$ cat src/sv/pfc_pkg.sv
// ----------------------------------------------------------------------------
// pfc_pkg
// Shared constants, types and control/status bundles for the PFC duty block.
// ----------------------------------------------------------------------------
package pfc_pkg;

    localparam int SAMPLE_WIDTH    = 16;
    localparam int RAMP_STEPS      = 5;
    localparam int FRAC_BITS       = 14;
    localparam int DUTY_WIDTH      = 16;
    localparam int COUNT_WIDTH     = 3;
    localparam int GATE_COUNT      = 4;
    localparam int DVD_WIDTH       = SAMPLE_WIDTH + FRAC_BITS;
    localparam int DVS_WIDTH       = SAMPLE_WIDTH;
    localparam int PROD_WIDTH      = SAMPLE_WIDTH + COUNT_WIDTH;
    localparam int RECIP_SHIFT     = PROD_WIDTH + COUNT_WIDTH;
    localparam int RECIP_WIDTH     = RECIP_SHIFT + 1;
    localparam int SCALE_WIDTH     = PROD_WIDTH + RECIP_WIDTH;
    localparam int QSUM_WIDTH      = DVD_WIDTH + 2;
    localparam int DIV_CNT_WIDTH   = $clog2(DVD_WIDTH + 1);
    localparam int IN_TDATA_WIDTH  = ((2 * SAMPLE_WIDTH + 7) / 8) * 8;
    localparam int OUT_BITS        = DUTY_WIDTH + GATE_COUNT + 2;
    localparam int OUT_TDATA_WIDTH = ((OUT_BITS + 7) / 8) * 8;

    // ceil(2^RECIP_SHIFT / RAMP_STEPS): exact quotient for any ramp product
    localparam logic [RECIP_WIDTH-1:0] RAMP_RECIP =
        RECIP_WIDTH'(((1 << RECIP_SHIFT) + RAMP_STEPS - 1) / RAMP_STEPS);

    localparam logic signed [QSUM_WIDTH-1:0] DUTY_ONE = QSUM_WIDTH'(1 << FRAC_BITS);
    localparam logic signed [QSUM_WIDTH-1:0] DUTY_MAX =
        QSUM_WIDTH'((1 << (DUTY_WIDTH - 1)) - 1);
    localparam logic signed [QSUM_WIDTH-1:0] DUTY_MIN = -(DUTY_MAX + 1);

    localparam logic [GATE_COUNT-1:0] GATES_ALL  = 4'b1111;
    localparam logic [GATE_COUNT-1:0] GATES_LEG2 = 4'b0010;
    localparam logic [GATE_COUNT-1:0] GATES_LEG1 = 4'b0001;
    localparam logic [GATE_COUNT-1:0] GATES_OFF  = 4'b0000;

    typedef enum logic [1:0] {
        ACT_PFC   = 2'd0,
        ACT_INV   = 2'd1,
        ACT_CLEAR = 2'd2,
        ACT_NONE  = 2'd3
    } action_t;

    typedef enum logic [1:0] {
        PH_START = 2'd0,
        PH_TRACK = 2'd1,
        PH_RAMP  = 2'd2
    } phase_t;

    typedef enum logic [3:0] {
        ST_IDLE,
        ST_EVAL,
        ST_RAMP_MUL,
        ST_RAMP_SCALE,
        ST_DUTY_DIV,
        ST_DUTY_WAIT,
        ST_FINISH,
        ST_EMIT
    } state_t;

    typedef struct packed {
        logic                   accept;
        logic                   clear_state;
        logic                   update_last;
        logic                   load_target;
        logic                   load_product;
        logic                   div_start;
        logic                   load_opnd_cmd;
        logic                   load_opnd_act;
        logic                   finish;
        logic                   zero_result;
        logic                   out_load;
        logic [COUNT_WIDTH-1:0] ramp_count;
    } ctrl_cmd_t;

    typedef struct packed {
        action_t action;
        logic    crossing;
        logic    div_done;
        logic    out_free;
    } ctrl_stat_t;

endpackage

$ cat src/sv/pfc_div.sv
// ----------------------------------------------------------------------------
// pfc_div
// Restoring serial divider on magnitudes, one quotient bit per cycle.
// ----------------------------------------------------------------------------
module pfc_div (
    input  logic                           clk,
    input  logic                           rst_n,
    input  logic                           start,
    input  logic [pfc_pkg::DVD_WIDTH-1:0]  dividend,
    input  logic [pfc_pkg::DVS_WIDTH-1:0]  divisor,
    output logic                           done,
    output logic [pfc_pkg::DVD_WIDTH-1:0]  quotient
);
    import pfc_pkg::*;

    logic                     busy_reg, busy_next;
    logic                     done_reg, done_next;
    logic [DIV_CNT_WIDTH-1:0] cnt_reg, cnt_next;
    logic [DVS_WIDTH-1:0]     rem_reg, rem_next;
    logic [DVS_WIDTH-1:0]     dvs_reg, dvs_next;
    logic [DVD_WIDTH-1:0]     quo_reg, quo_next;
    logic [DVS_WIDTH:0]       shifted;
    logic [DVS_WIDTH:0]       diff;
    logic                     fits;

    always_comb
    begin
        shifted   = {rem_reg, quo_reg[DVD_WIDTH-1]};
        diff      = shifted - {1'b0, dvs_reg};
        fits      = (shifted >= {1'b0, dvs_reg});
        busy_next = busy_reg;
        done_next = 1'b0;
        cnt_next  = cnt_reg;
        rem_next  = rem_reg;
        dvs_next  = dvs_reg;
        quo_next  = quo_reg;
        if (start)
        begin
            busy_next = 1'b1;
            cnt_next  = DIV_CNT_WIDTH'(DVD_WIDTH);
            rem_next  = '0;
            dvs_next  = divisor;
            quo_next  = dividend;
        end
        else if (busy_reg)
        begin
            rem_next = fits ? diff[DVS_WIDTH-1:0] : shifted[DVS_WIDTH-1:0];
            quo_next = {quo_reg[DVD_WIDTH-2:0], fits};
            cnt_next = cnt_reg - 1'b1;
            if (cnt_reg == DIV_CNT_WIDTH'(1))
            begin
                busy_next = 1'b0;
                done_next = 1'b1;
            end
        end
    end

    always_ff @(posedge clk or negedge rst_n)
    begin
        if (!rst_n)
        begin
            busy_reg <= 1'b0;
            done_reg <= 1'b0;
            cnt_reg  <= '0;
        end
        else
        begin
            busy_reg <= busy_next;
            done_reg <= done_next;
            cnt_reg  <= cnt_next;
        end
    end

    always_ff @(posedge clk)
    begin
        rem_reg <= rem_next;
        dvs_reg <= dvs_next;
        quo_reg <= quo_next;
    end

    assign done     = done_reg;
    assign quotient = quo_reg;

endmodule

$ cat src/sv/pfc_datapath.sv
// ----------------------------------------------------------------------------
// pfc_datapath
// Sample registers, ramp scaling, duty divider, duty saturation, output reg.
// ----------------------------------------------------------------------------
module pfc_datapath (
    input  logic                                 clk,
    input  logic                                 rst_n,
    input  pfc_pkg::ctrl_cmd_t                   cmd,
    output pfc_pkg::ctrl_stat_t                  stat,
    input  logic [1:0]                           in_action,
    input  logic [pfc_pkg::IN_TDATA_WIDTH-1:0]   in_data,
    output logic                                 out_valid,
    input  logic                                 out_ready,
    output logic [pfc_pkg::OUT_TDATA_WIDTH-1:0]  out_data
);
    import pfc_pkg::*;

    action_t                        action_reg;
    logic signed [SAMPLE_WIDTH-1:0] cmd_reg;
    logic signed [SAMPLE_WIDTH-1:0] bus_reg;
    logic signed [SAMPLE_WIDTH-1:0] last_reg;
    logic signed [SAMPLE_WIDTH-1:0] target_reg;
    logic signed [SAMPLE_WIDTH-1:0] opnd_reg;
    logic [PROD_WIDTH-1:0]          prod_mag_reg;
    logic                           prod_neg_reg;
    logic [GATE_COUNT-1:0]          gates_reg;
    logic [DUTY_WIDTH-1:0]          duty_res_reg;
    logic                           off_res_reg;
    logic                           sat_res_reg;
    logic                           out_valid_reg;
    logic [OUT_TDATA_WIDTH-1:0]     out_data_reg;

    logic [SAMPLE_WIDTH-1:0]        target_mag;
    logic [SAMPLE_WIDTH-1:0]        opnd_mag;
    logic [SAMPLE_WIDTH-1:0]        bus_mag;
    logic [DVD_WIDTH-1:0]           div_dividend;
    logic [DVS_WIDTH-1:0]           div_divisor;
    logic                           div_done;
    logic [DVD_WIDTH-1:0]           div_quo;
    logic [SCALE_WIDTH-1:0]         recip_prod;
    logic [SAMPLE_WIDTH-1:0]        act_mag;
    logic signed [SAMPLE_WIDTH-1:0] act;
    logic                           act_pos;
    logic                           opnd_nonpos;
    logic                           quo_neg;
    logic signed [QSUM_WIDTH-1:0]   q_mag_s;
    logic signed [QSUM_WIDTH-1:0]   q_signed;
    logic signed [QSUM_WIDTH-1:0]   q_sum;
    logic [DUTY_WIDTH-1:0]          duty_sat;
    logic                           sat_flag;
    logic                           out_free;

    always_comb
    begin
        target_mag  = target_reg[SAMPLE_WIDTH-1] ? -target_reg : target_reg;
        opnd_mag    = opnd_reg[SAMPLE_WIDTH-1] ? -opnd_reg : opnd_reg;
        bus_mag     = (bus_reg == '0) ? SAMPLE_WIDTH'(1)
                    : (bus_reg[SAMPLE_WIDTH-1] ? -bus_reg : bus_reg);
        div_dividend = {opnd_mag, {FRAC_BITS{1'b0}}};
        div_divisor  = bus_mag;
        // ramp product divided by the step count via reciprocal multiply
        recip_prod  = SCALE_WIDTH'(prod_mag_reg) * SCALE_WIDTH'(RAMP_RECIP);
        act_mag     = recip_prod[RECIP_SHIFT +: SAMPLE_WIDTH];
        act         = prod_neg_reg ? -$signed(act_mag) : $signed(act_mag);
        act_pos     = !act[SAMPLE_WIDTH-1] && (act != '0);
        opnd_nonpos = opnd_reg[SAMPLE_WIDTH-1] || (opnd_reg == '0);
        quo_neg     = opnd_reg[SAMPLE_WIDTH-1] ^ bus_reg[SAMPLE_WIDTH-1];
        q_mag_s     = $signed(QSUM_WIDTH'(div_quo));
        q_signed    = quo_neg ? -q_mag_s : q_mag_s;
        q_sum       = opnd_nonpos ? q_signed + DUTY_ONE : q_signed;
        if (q_sum > DUTY_MAX)
        begin
            duty_sat = DUTY_MAX[DUTY_WIDTH-1:0];
            sat_flag = 1'b1;
        end
        else if (q_sum < DUTY_MIN)
        begin
            duty_sat = DUTY_MIN[DUTY_WIDTH-1:0];
            sat_flag = 1'b1;
        end
        else
        begin
            duty_sat = q_sum[DUTY_WIDTH-1:0];
            sat_flag = 1'b0;
        end
        out_free = !out_valid_reg || out_ready;
    end

    pfc_div u_div (
        .clk      (clk),
        .rst_n    (rst_n),
        .start    (cmd.div_start),
        .dividend (div_dividend),
        .divisor  (div_divisor),
        .done     (div_done),
        .quotient (div_quo)
    );

    // state that a clear or reset returns to zero; reset also drops out_valid
    always_ff @(posedge clk or negedge rst_n)
    begin
        if (!rst_n)
        begin
            last_reg      <= '0;
            target_reg    <= '0;
            out_valid_reg <= 1'b0;
        end
        else
        begin
            if (cmd.clear_state)
            begin
                last_reg   <= '0;
                target_reg <= '0;
            end
            else
            begin
                if (cmd.update_last)
                    last_reg <= cmd_reg;
                if (cmd.load_target)
                    target_reg <= cmd_reg;
            end
            if (cmd.out_load)
                out_valid_reg <= 1'b1;
            else if (out_ready)
                out_valid_reg <= 1'b0;
        end
    end

    always_ff @(posedge clk)
    begin
        if (cmd.accept)
        begin
            action_reg <= action_t'(in_action);
            cmd_reg    <= in_data[SAMPLE_WIDTH-1:0];
            bus_reg    <= in_data[2*SAMPLE_WIDTH-1:SAMPLE_WIDTH];
        end
        if (cmd.load_product)
        begin
            prod_mag_reg <= PROD_WIDTH'(target_mag) * PROD_WIDTH'(cmd.ramp_count);
            prod_neg_reg <= target_reg[SAMPLE_WIDTH-1];
        end
        if (cmd.load_opnd_cmd)
        begin
            opnd_reg  <= cmd_reg;
            gates_reg <= GATES_ALL;
        end
        else if (cmd.load_opnd_act)
        begin
            opnd_reg  <= act;
            gates_reg <= act_pos ? GATES_LEG2 : GATES_LEG1;
        end
        else if (cmd.zero_result)
            gates_reg <= GATES_OFF;
        if (cmd.finish)
        begin
            duty_res_reg <= duty_sat;
            off_res_reg  <= opnd_nonpos;
            sat_res_reg  <= sat_flag;
        end
        else if (cmd.zero_result)
        begin
            duty_res_reg <= '0;
            off_res_reg  <= 1'b0;
            sat_res_reg  <= 1'b0;
        end
        if (cmd.out_load)
            out_data_reg <= OUT_TDATA_WIDTH'({sat_res_reg, gates_reg, off_res_reg,
                                              duty_res_reg});
    end

    assign stat.action   = action_reg;
    assign stat.crossing = (cmd_reg == '0) || (last_reg == '0)
                         || (cmd_reg[SAMPLE_WIDTH-1] != last_reg[SAMPLE_WIDTH-1]);
    assign stat.div_done = div_done;
    assign stat.out_free = out_free;
    assign out_valid     = out_valid_reg;
    assign out_data      = out_data_reg;

endmodule

$ cat src/sv/pfc_ctrl.sv
// ----------------------------------------------------------------------------
// pfc_ctrl
// Sequencer for one sample and the PFC start/track/ramp state machine.
// ----------------------------------------------------------------------------
module pfc_ctrl (
    input  logic                 clk,
    input  logic                 rst_n,
    input  logic                 in_valid,
    output logic                 in_ready,
    input  logic                 cfg_valid,
    input  logic                 cfg_data,
    input  pfc_pkg::ctrl_stat_t  stat,
    output pfc_pkg::ctrl_cmd_t   cmd
);
    import pfc_pkg::*;

    state_t                 state_reg, state_next;
    phase_t                 phase_reg, phase_next;
    logic [COUNT_WIDTH-1:0] count_reg, count_next;
    logic                   enable_reg;

    always_ff @(posedge clk or negedge rst_n)
    begin
        if (!rst_n)
        begin
            state_reg  <= ST_IDLE;
            phase_reg  <= PH_START;
            count_reg  <= '0;
            enable_reg <= 1'b0;
        end
        else
        begin
            state_reg <= state_next;
            phase_reg <= phase_next;
            count_reg <= count_next;
            if (cfg_valid)
                enable_reg <= cfg_data;
        end
    end

    always_comb
    begin
        state_next     = state_reg;
        phase_next     = phase_reg;
        count_next     = count_reg;
        cmd            = '0;
        cmd.ramp_count = count_reg;
        in_ready       = 1'b0;
        case (state_reg)
            ST_IDLE:
            begin
                in_ready   = 1'b1;
                cmd.accept = in_valid;
                if (in_valid)
                    state_next = ST_EVAL;
            end
            ST_EVAL:
            begin
                case (stat.action)
                    ACT_CLEAR:
                    begin
                        cmd.clear_state = 1'b1;
                        phase_next      = PH_START;
                        count_next      = '0;
                        state_next      = ST_IDLE;
                    end
                    ACT_INV:
                    begin
                        cmd.load_opnd_cmd = 1'b1;
                        state_next        = ST_DUTY_DIV;
                    end
                    ACT_PFC:
                    begin
                        cmd.update_last = 1'b1;
                        case (phase_reg)
                            PH_TRACK:
                            begin
                                if (stat.crossing)
                                begin
                                    cmd.zero_result = 1'b1;
                                    cmd.load_target = 1'b1;
                                    phase_next      = PH_RAMP;
                                    count_next      = '0;
                                    state_next      = ST_EMIT;
                                end
                                else
                                begin
                                    cmd.load_opnd_cmd = 1'b1;
                                    state_next        = ST_DUTY_DIV;
                                end
                            end
                            PH_RAMP:
                            begin
                                if (count_reg < COUNT_WIDTH'(RAMP_STEPS))
                                begin
                                    count_next = count_reg + 1'b1;
                                    state_next = ST_RAMP_MUL;
                                end
                                else
                                begin
                                    phase_next        = PH_TRACK;
                                    cmd.load_opnd_cmd = 1'b1;
                                    state_next        = ST_DUTY_DIV;
                                end
                            end
                            default:
                            begin
                                if (enable_reg)
                                    phase_next = PH_TRACK;
                                cmd.load_opnd_cmd = 1'b1;
                                state_next        = ST_DUTY_DIV;
                            end
                        endcase
                    end
                    default:
                    begin
                        state_next = ST_IDLE;
                    end
                endcase
            end
            ST_RAMP_MUL:
            begin
                cmd.load_product = 1'b1;
                state_next       = ST_RAMP_SCALE;
            end
            ST_RAMP_SCALE:
            begin
                cmd.load_opnd_act = 1'b1;
                state_next        = ST_DUTY_DIV;
            end
            ST_DUTY_DIV:
            begin
                cmd.div_start = 1'b1;
                state_next    = ST_DUTY_WAIT;
            end
            ST_DUTY_WAIT:
            begin
                if (stat.div_done)
                    state_next = ST_FINISH;
            end
            ST_FINISH:
            begin
                cmd.finish = 1'b1;
                state_next = ST_EMIT;
            end
            ST_EMIT:
            begin
                if (stat.out_free)
                begin
                    cmd.out_load = 1'b1;
                    state_next   = ST_IDLE;
                end
            end
            default:
            begin
                state_next = ST_IDLE;
            end
        endcase
    end

endmodule

$ cat src/sv/pfc_duty_zero_cross_ramp.sv
// ----------------------------------------------------------------------------
// pfc_duty_zero_cross_ramp
// Totem-pole PFC / inverter duty generator with zero-crossing soft ramp.
// ----------------------------------------------------------------------------
// Input stream s_*: one transfer per sample, s_tuser selects PFC sample,
// inverter sample or state clear; s_tdata carries command and bus voltage.
// Output stream m_*: one transfer per PFC or inverter sample, none for a
// clear or an unused action code.
// Config channel cfg_*: one bit, zero-cross ramp enable, always ready; write
// it only while no sample is in flight.
// One sample at a time. A normal sample runs through the 30-step serial
// divider (one quotient bit per cycle) before it reaches m_tvalid.
// A ramp sample first scales the latched target by the ramp count over the
// ramp steps with a constant reciprocal multiply. The zero-crossing
// all-off sample skips the divider. A new sample is taken only after the
// last one has been loaded into the output register; s_tready is high
// only between samples.
// The result sits in an output register: the next sample is taken while it
// waits, and the block holds a finished result until m_tready frees the slot.
// Reset clears the ramp enable, the PFC state machine, the last command
// and the ramp target, and drops m_tvalid.
// ----------------------------------------------------------------------------
module pfc_duty_zero_cross_ramp (
    input  logic                                 clk,
    input  logic                                 rst_n,
    input  logic                                 s_tvalid,
    output logic                                 s_tready,
    // [15:0] command_voltage, [31:16] bus_voltage
    input  logic [pfc_pkg::IN_TDATA_WIDTH-1:0]   s_tdata,
    // [1:0] action
    input  logic [1:0]                           s_tuser,
    output logic                                 m_tvalid,
    input  logic                                 m_tready,
    // [15:0] duty, [16] offset_bit, [17] gate_en_1, [18] gate_en_2,
    // [19] gate_en_3, [20] gate_en_4, [21] saturated, [23:22] zero
    output logic [pfc_pkg::OUT_TDATA_WIDTH-1:0]  m_tdata,
    input  logic                                 cfg_valid,
    output logic                                 cfg_ready,
    input  logic                                 cfg_data
);
    import pfc_pkg::*;

    ctrl_cmd_t  ctrl_cmd;
    ctrl_stat_t ctrl_stat;

    assign cfg_ready = 1'b1;

    pfc_ctrl u_ctrl (
        .clk       (clk),
        .rst_n     (rst_n),
        .in_valid  (s_tvalid),
        .in_ready  (s_tready),
        .cfg_valid (cfg_valid),
        .cfg_data  (cfg_data),
        .stat      (ctrl_stat),
        .cmd       (ctrl_cmd)
    );

    pfc_datapath u_datapath (
        .clk       (clk),
        .rst_n     (rst_n),
        .cmd       (ctrl_cmd),
        .stat      (ctrl_stat),
        .in_action (s_tuser),
        .in_data   (s_tdata),
        .out_valid (m_tvalid),
        .out_ready (m_tready),
        .out_data  (m_tdata)
    );

endmodule

$ cat config.mk
export PLATFORM = sky130hd
export DESIGN_NAME = pfc_duty_zero_cross_ramp
export DESIGN_NICKNAME = d
export VERILOG_FILES = /design/src/sv/pfc_pkg.sv /design/src/sv/pfc_div.sv /design/src/sv/pfc_datapath.sv /design/src/sv/pfc_ctrl.sv /design/src/sv/pfc_duty_zero_cross_ramp.sv
export SDC_FILE = /design/constraint.sdc
export NUM_CORES = 1
export LEC_CHECK = 0
export BUFFER_PORTS_ARGS = -buffer_cell sky130_fd_sc_hd__clkbuf_2
export CAP_MARGIN = 10
export CELL_PAD_IN_SITES_DETAIL_PLACEMENT = 0
export CELL_PAD_IN_SITES_GLOBAL_PLACEMENT = 2
export CORE_MARGIN = 1.5
export CORE_UTILIZATION = 41
export CTS_CLUSTER_DIAMETER = 80
export DETAILED_ROUTE_END_ITERATION = 6
export PLACE_DENSITY_LB_ADDON = 0.1
export RECOVER_POWER = 100
export SYNTH_ARGS = -nofsm -noshare
export SYNTH_HDL_FRONTEND = slang
export SYNTH_SLANG_ARGS = --single-unit
$ cat constraint.sdc
create_clock -name clk -period 8.2 [get_ports clk]
set_clock_uncertainty 0.2 [all_clocks]
set_input_delay 1.64 -clock clk [delete_from_list [all_inputs] [get_ports clk]]
set_output_delay 1.64 -clock clk [all_outputs]
set_load 0.03 [all_outputs]
**Word-level counts from Yosys, hierarchy flattened**

Index checks and enable logic that the tools add are counted.

- Logic and storage cells: 164
- Flip-flop bits (word level): 226
- Input bits: 40

- Equality and inequality tests: 21
- Bitwise operators: 2
- Multiply operators: 2
- Mux-type cells: 74
- Add/sub/neg operators: 9
- Order comparisons: 4
- Reductions and logical operators: 26

Operator list:

| cell | count |
|---|---|
| $mux 16 | 14 |
| $logic_not 16->1 | 4 |
| $mux 32 | 2 |
| $neg 16->16 | 4 |
| $mux 30 | 2 |
| $mul 19x20->38 const B | 1 |
| $add 32x16->32 const B | 1 |
| $gt 32x16->1 const B | 1 |
| $lt 32x16->1 const B | 1 |
| $neg 30->32 | 1 |
| $pmux 4 s8 | 1 |
| $mux 1 | 29 |
| $mux 4 | 5 |
| $mul 16x3->19 | 1 |
| $ge 17x16->1 | 1 |
| $eq 4x3->1 const B | 4 |
| $pmux 4 s2 | 2 |
| $reduce_bool 16->1 | 1 |
| $reduce_bool 2->1 | 8 |
| $sub 16x16->16 | 1 |
| $mux 15 | 1 |
| $mux 2 | 6 |
| $mux 3 | 4 |
| $pmux 3 s2 | 2 |
| 27 further kinds | 41 |

**Logic depth before layout (Yosys ltp)**

- Depth after elaboration: 9
- Depth in mapped cells: 28
- Gate-level depth less buffers: 28

**Hierarchy**

From an unflattened synthesis, not the netlist that was laid out.

- Cells, all modules: 2070
- Area total of the unflattened synthesis: 20118.0 um2

By module, submodules not included:

| module | area each (um2) | seq. area each (um2) | instances | cells an instance |
|---|---|---|---|---|
| pfc_datapath | 15543.7 | 4159.0 | 1 | 1642 |
| pfc_div | 3872.5 | 1876.8 | 1 | 345 |
| pfc_ctrl | 690.7 | 225.2 | 1 | 81 |
| pfc_duty_zero_cross_ramp | 11.3 | 0.0 | 1 | 2 |

**Least setup slack after synthesis**

No wires, ideal clock.

- Path type: reg-to-reg
- From: register u_datapath.prod_mag_reg[13]
- To: register u_datapath.gates_reg[0]
- Path slack: 1.248 ns
- Period minus slack after synthesis: 6.952 ns
- Arrival: 6.630 ns
- Path buffers: 2
- Data required time: 7.878 ns
- Stages on the path, launching flop included: 26
- Cells stage by stage: edfxtp_1 ha_1 inv_1 fa_1 fa_1 inv_1 fa_1 fa_1 inv_1 fa_1 inv_1 ha_1 buf_2 a21o_1 nor2_1 a211oi_1 o32a_1 o31ai_1 xnor2_1 or2_1 clkbuf_1 o41a_1 xor2_1 nor4_2 a311o_1 a21boi_2

- Longest elaborated chain between the ends: 7
- Elaborated cells between the ends (all ways): 8

RTL lines:

| element | line | text |
|---|---|---|
| from (decl) | pfc_datapath.sv:24 | `logic [PROD_WIDTH-1:0] prod_mag_reg;` |
| from (signal assigned) | pfc_datapath.sv:139 | `prod_mag_reg <= PROD_WIDTH'(target_mag) * PROD_WIDTH'(cmd.ramp_count);` |
| $mul 19x20->38 (*) | pfc_datapath.sv:62 | `recip_prod = SCALE_WIDTH'(prod_mag_reg) * SCALE_WIDTH'(RAMP_RECIP);` |
| $neg 16->16 | pfc_datapath.sv:64 | `act = prod_neg_reg ? -$signed(act_mag) : $signed(act_mag);` |
| $mux 16 (*) | pfc_datapath.sv:64 |  |
| $reduce_bool 16->1 / $logic_not 1->1 (equally long branches) | pfc_datapath.sv:65 | `act_pos = !act[SAMPLE_WIDTH-1] && (act != '0);` |
| $logic_and 1x1->1 (*) | pfc_datapath.sv:65 |  |
| $mux 2 (*) | pfc_datapath.sv:150 | `gates_reg <= act_pos ? GATES_LEG2 : GATES_LEG1;` |
| $mux 4 (*) | pfc_datapath.sv:147 | `else if (cmd.load_opnd_act)` |
| to (signal assigned) | pfc_datapath.sv:150 |  |
| to (decl) | pfc_datapath.sv:26 | `logic [GATE_COUNT-1:0] gates_reg;` |

Mark *: on every way between the ends. The rest lies on a longest branch, timed or not.
A chain may end at the register's enable or synchronous reset.

**Worst setup path after layout**

- From: register u_datapath.prod_mag_reg[8]
- To: register u_datapath.gates_reg[0]

Same word-level chain as after synthesis.

==> summary.md <==
| Metric | Value |
|---|---|
| Die Height | `218.5 µm` |
| Yosys reg bits | `223` |
| Worst r2r dst | `u_datapath.gates_reg[0]` |
| Post-synth top cells | `inv_1, nand2_1, ha_1` |
| Postcts setup bufs | `0` |
| GPL Wtd Cong | `0.8728` |
| Num CTS Buffers | `27` |
| Most Frequent Cell on Critical Path | `fa_1` |
| Post-detail-place hpwl | `37960 µm` |
| Req. time, crit path | `8.43 ns` |
| Starting Density | `41.76%` |
| Failing checks | `max-capacitance violations, max-slew violations` |
| Worst-path clk slew | `0.06 ns` |
| Sequential share of the synthesized area | `32.16%` |
| Buf+Inv Stages, Crit Path | `4` |
| VDD IR max | `0.1532 mV` |
| DP Area | `19860 µm²` |
| Synthesized area | `19030 µm²` |
| R2R Setup Slk | `0.56 ns` |
| Synth area leader | `edfxtp_1` |
| Max Slew Vio Count | `138` |
| Routed wire length | `46900 µm` |
| Minimum clock period after layout | `7.643 ns` |
| Crit path to | `u_datapath.gates_reg[0]` |
| R2R depth | `23` |
| Share of post-route cells with drive strength above 1 | `6.810%` |
| Max reg flops | `30` |
| Syn. warnings | `0` |
| # nets final | `2354` |
| Largest net degree at the start of global routing | `67` |
| P&R area growth vs syn | `8.197%` |
| Max Cap Violations | `3` |
| Distinct cells, synth | `100` |
| Critical-path cell list | `inv_1, ha_1, fa_1, fa_1, fa_1, inv_1, fa_1, inv_1, fa_1, inv_1, ha_1, nand2_1, nor2_1, nand3_1, o211a_1, nor3_1, a211oi_1, nand4_1, or2_0, o21ai_0, a32o_1, a311o_1, a21boi_2` |
| Pwr/cell area | `299.9 nW/µm²` |
| Setup-failing EPs final | `0` |
| Hold Buf Count CTS | `0` |
| Slew HR | `-91.90%` |
| Post-route clock period utilization | `93.21%` |
| Vias per cell | `5.240` |
| EDFF count, synth | `141` |
| Top post-synthesis cells by area | `edfxtp_1, fa_1, ha_1` |
| Total congestion overflow | `0` |
| Slew @ Worst Pin | `2.879 ns` |
| Core footprint | `45580 µm²` |
| DR WL/cell | `17.76 µm` |
| Die Wd | `218.5 µm` |
| Type of origin of the critical path | `flip-flop` |
| Post-CTS sizing | `0` |
| Tot GR Track Use | `19.79%` |
| CP Depth | `23` |
| Status | `complete, but fails checks` |
| Vias | `13840` |
| CTS tree | `done` |
| First-pass GRT wire length | `74680 µm` |
| Vias in the first global route | `13720` |
| # rows | `78` |
| Iteration-0 DRC Markers | `645` |
| TritonRoute pass-1 iters | `7` |
| CP arrival | `7.87 ns` |
| Max Freq | `0.1308 GHz` |
| Min-Delay Path Class | `reg -> reg` |
| Final antenna-violating net count | `0` |
| PortBufs | `63` |
| Clk buf depth | `3` |
| Pleak | `9.229 nW` |
| CP max stage delay | `0.95 ns` |
| H-tree Lvls | `1` |
| Fraction of registers with async set/reset | `21.97%` |
| ANT cells | `0` |
| Die area | `47730 µm²` |
| Ys flop type | `edfxtp_1` |
| Final Hold Viols | `0` |
| RSZ-0062 raised after global routing | `no` |
| Root Buffer | `clkbuf_16` |
| # clock sinks | `223` |
| Initial antenna violation count | `0` |
| R2R Path Start | `u_datapath.prod_mag_reg[8]` |
| Crit path capture type | `flip-flop` |
| Hold Crit Start | `u_datapath.duty_res_reg[8]` |
| Crit path max fanout | `8` |
| CP Class | `reg -> reg` |
| DRC errors left | `0` |
| Worst Setup SP | `u_datapath.prod_mag_reg[8]` |
| Design area | `20590 µm²` |
| TNS Setup | `0 ns` |
| Top-Level Pins | `67` |
| Top cell type's share of synthesized area | `22.24%` |
| Synthesized area per cell | `9.555 µm²` |
| CP max-delay cell | `nor3_1` |
| Fillers | `4451` |
| Count leader, synth | `inv_1` |
| Crit path max-delay family | `adder cells` |
| Synth Instances | `1992` |
| Clock Latency Late Sink | `0.55 ns` |
## area by class of cell
class	instances	area, µm²	share of cell area (%)
Timing Repair Buffer	75	339.1	1.646
Multi-Input combinational cell	1391	11390	55.32
Sequential cell	223	6122	29.73
Tap cell	600	750.7	3.645
Clock inverter	14	136.4	0.6622
Inverter	302	1134	5.504
Clock buffer	36	719.4	3.493
## through the flow
| step | hold WS (ns) | utilization (%) | std cells | setup WS (ns) | power (mW) |
|---|---|---|---|---|---|
| 2_1_floorplan | 0.2003 | - | 1993 | 1.248 | 4.333 |
| 3_3_place_gp | 0.2034 | 43.58 | 2591 | 0.6111 | 5.063 |
| 3_5_place_dp | 0.2045 | 43.58 | 2591 | 0.5010 | 5.087 |
| 4_1_cts | 0.2180 | 45.46 | 2641 | 0.4738 | 6.263 |
| 5_1_grt | 0.2241 | 45.19 | 2641 | 0.1099 | 6.721 |
| 6_report | 0.2170 | 45.19 | 2641 | 0.5571 | 6.176 |
## cell families after synthesis
kind of cell,count (synthesis),synth area share (%)
xor+xnor,126,5.975
fa+ha+maj,294,23.86
buf+inv,379,7.842
mux,43,2.386
other cells,2,0.03945
simple gates,540,14.34
compound gates,385,13.40
flops,223,32.16
## power breakdown
| part | total (mW) | switching [mW] | leakage (nW) | internal, mW |
|---|---|---|---|---|
| registers | 1.92 | 0.336 | 2.26 | 1.58 |
| logic | 3.11 | 1.89 | 6.56 | 1.23 |
| clock network | 1.14 | 0.484 | 0.410 | 0.657 |
## how the worst min path moves through the flow
stage / end / slack (ns) / cells past startpoint
after floorplan: u_datapath.out_data[0] / 0.20 / 0
after global placement: u_datapath.out_data[14] / 0.20 / 0
after detailed placement: u_datapath.out_data[8] / 0.20 / 0
after CTS: u_datapath.out_data[8] / 0.22 / 0
after global routing: u_datapath.out_data[6] / 0.22 / 0
final: u_datapath.out_data[8] / 0.22 / 0
## per-layer routing
metal | wire length, µm | track usage [%] | share of wire [%]
met4 | 1122 | 4.897 | 2.4
met1 | 21710 | 26.59 | 46
met2 | 22710 | 33.93 | 48
met5 | 0 | 0 | 0
met3 | 1358 | 2.129 | 2.9
## layout by cell type (no fill, tap or decap), types with 15 or more instances in the layout
cell type  synthesis  routed
inv_1            301     301
nand2_1          187     187
ha_1             179     179
edfxtp_1         141     141
o21ai_0          111     119
fa_1             115     115
nor2_1            96      97
xnor2_1           80      79
a21oi_1           79      78
dfrtp_1           49      48
xor2_1            43      43
nand3_1           43      43
clkbuf_1          53      43
clkbuf_2           0      37
nor3_1            35      36
nand2b_1          33      33
mux2i_1           33      33
dfxtp_1           33      33
clkbuf_16          0      27
nand4_1           23      23
nor4_1            22      22
o31ai_1           20      20
a22o_1            16      16
a21o_1            15      15
Note: power is estimated with default switching activity, not from simulation.
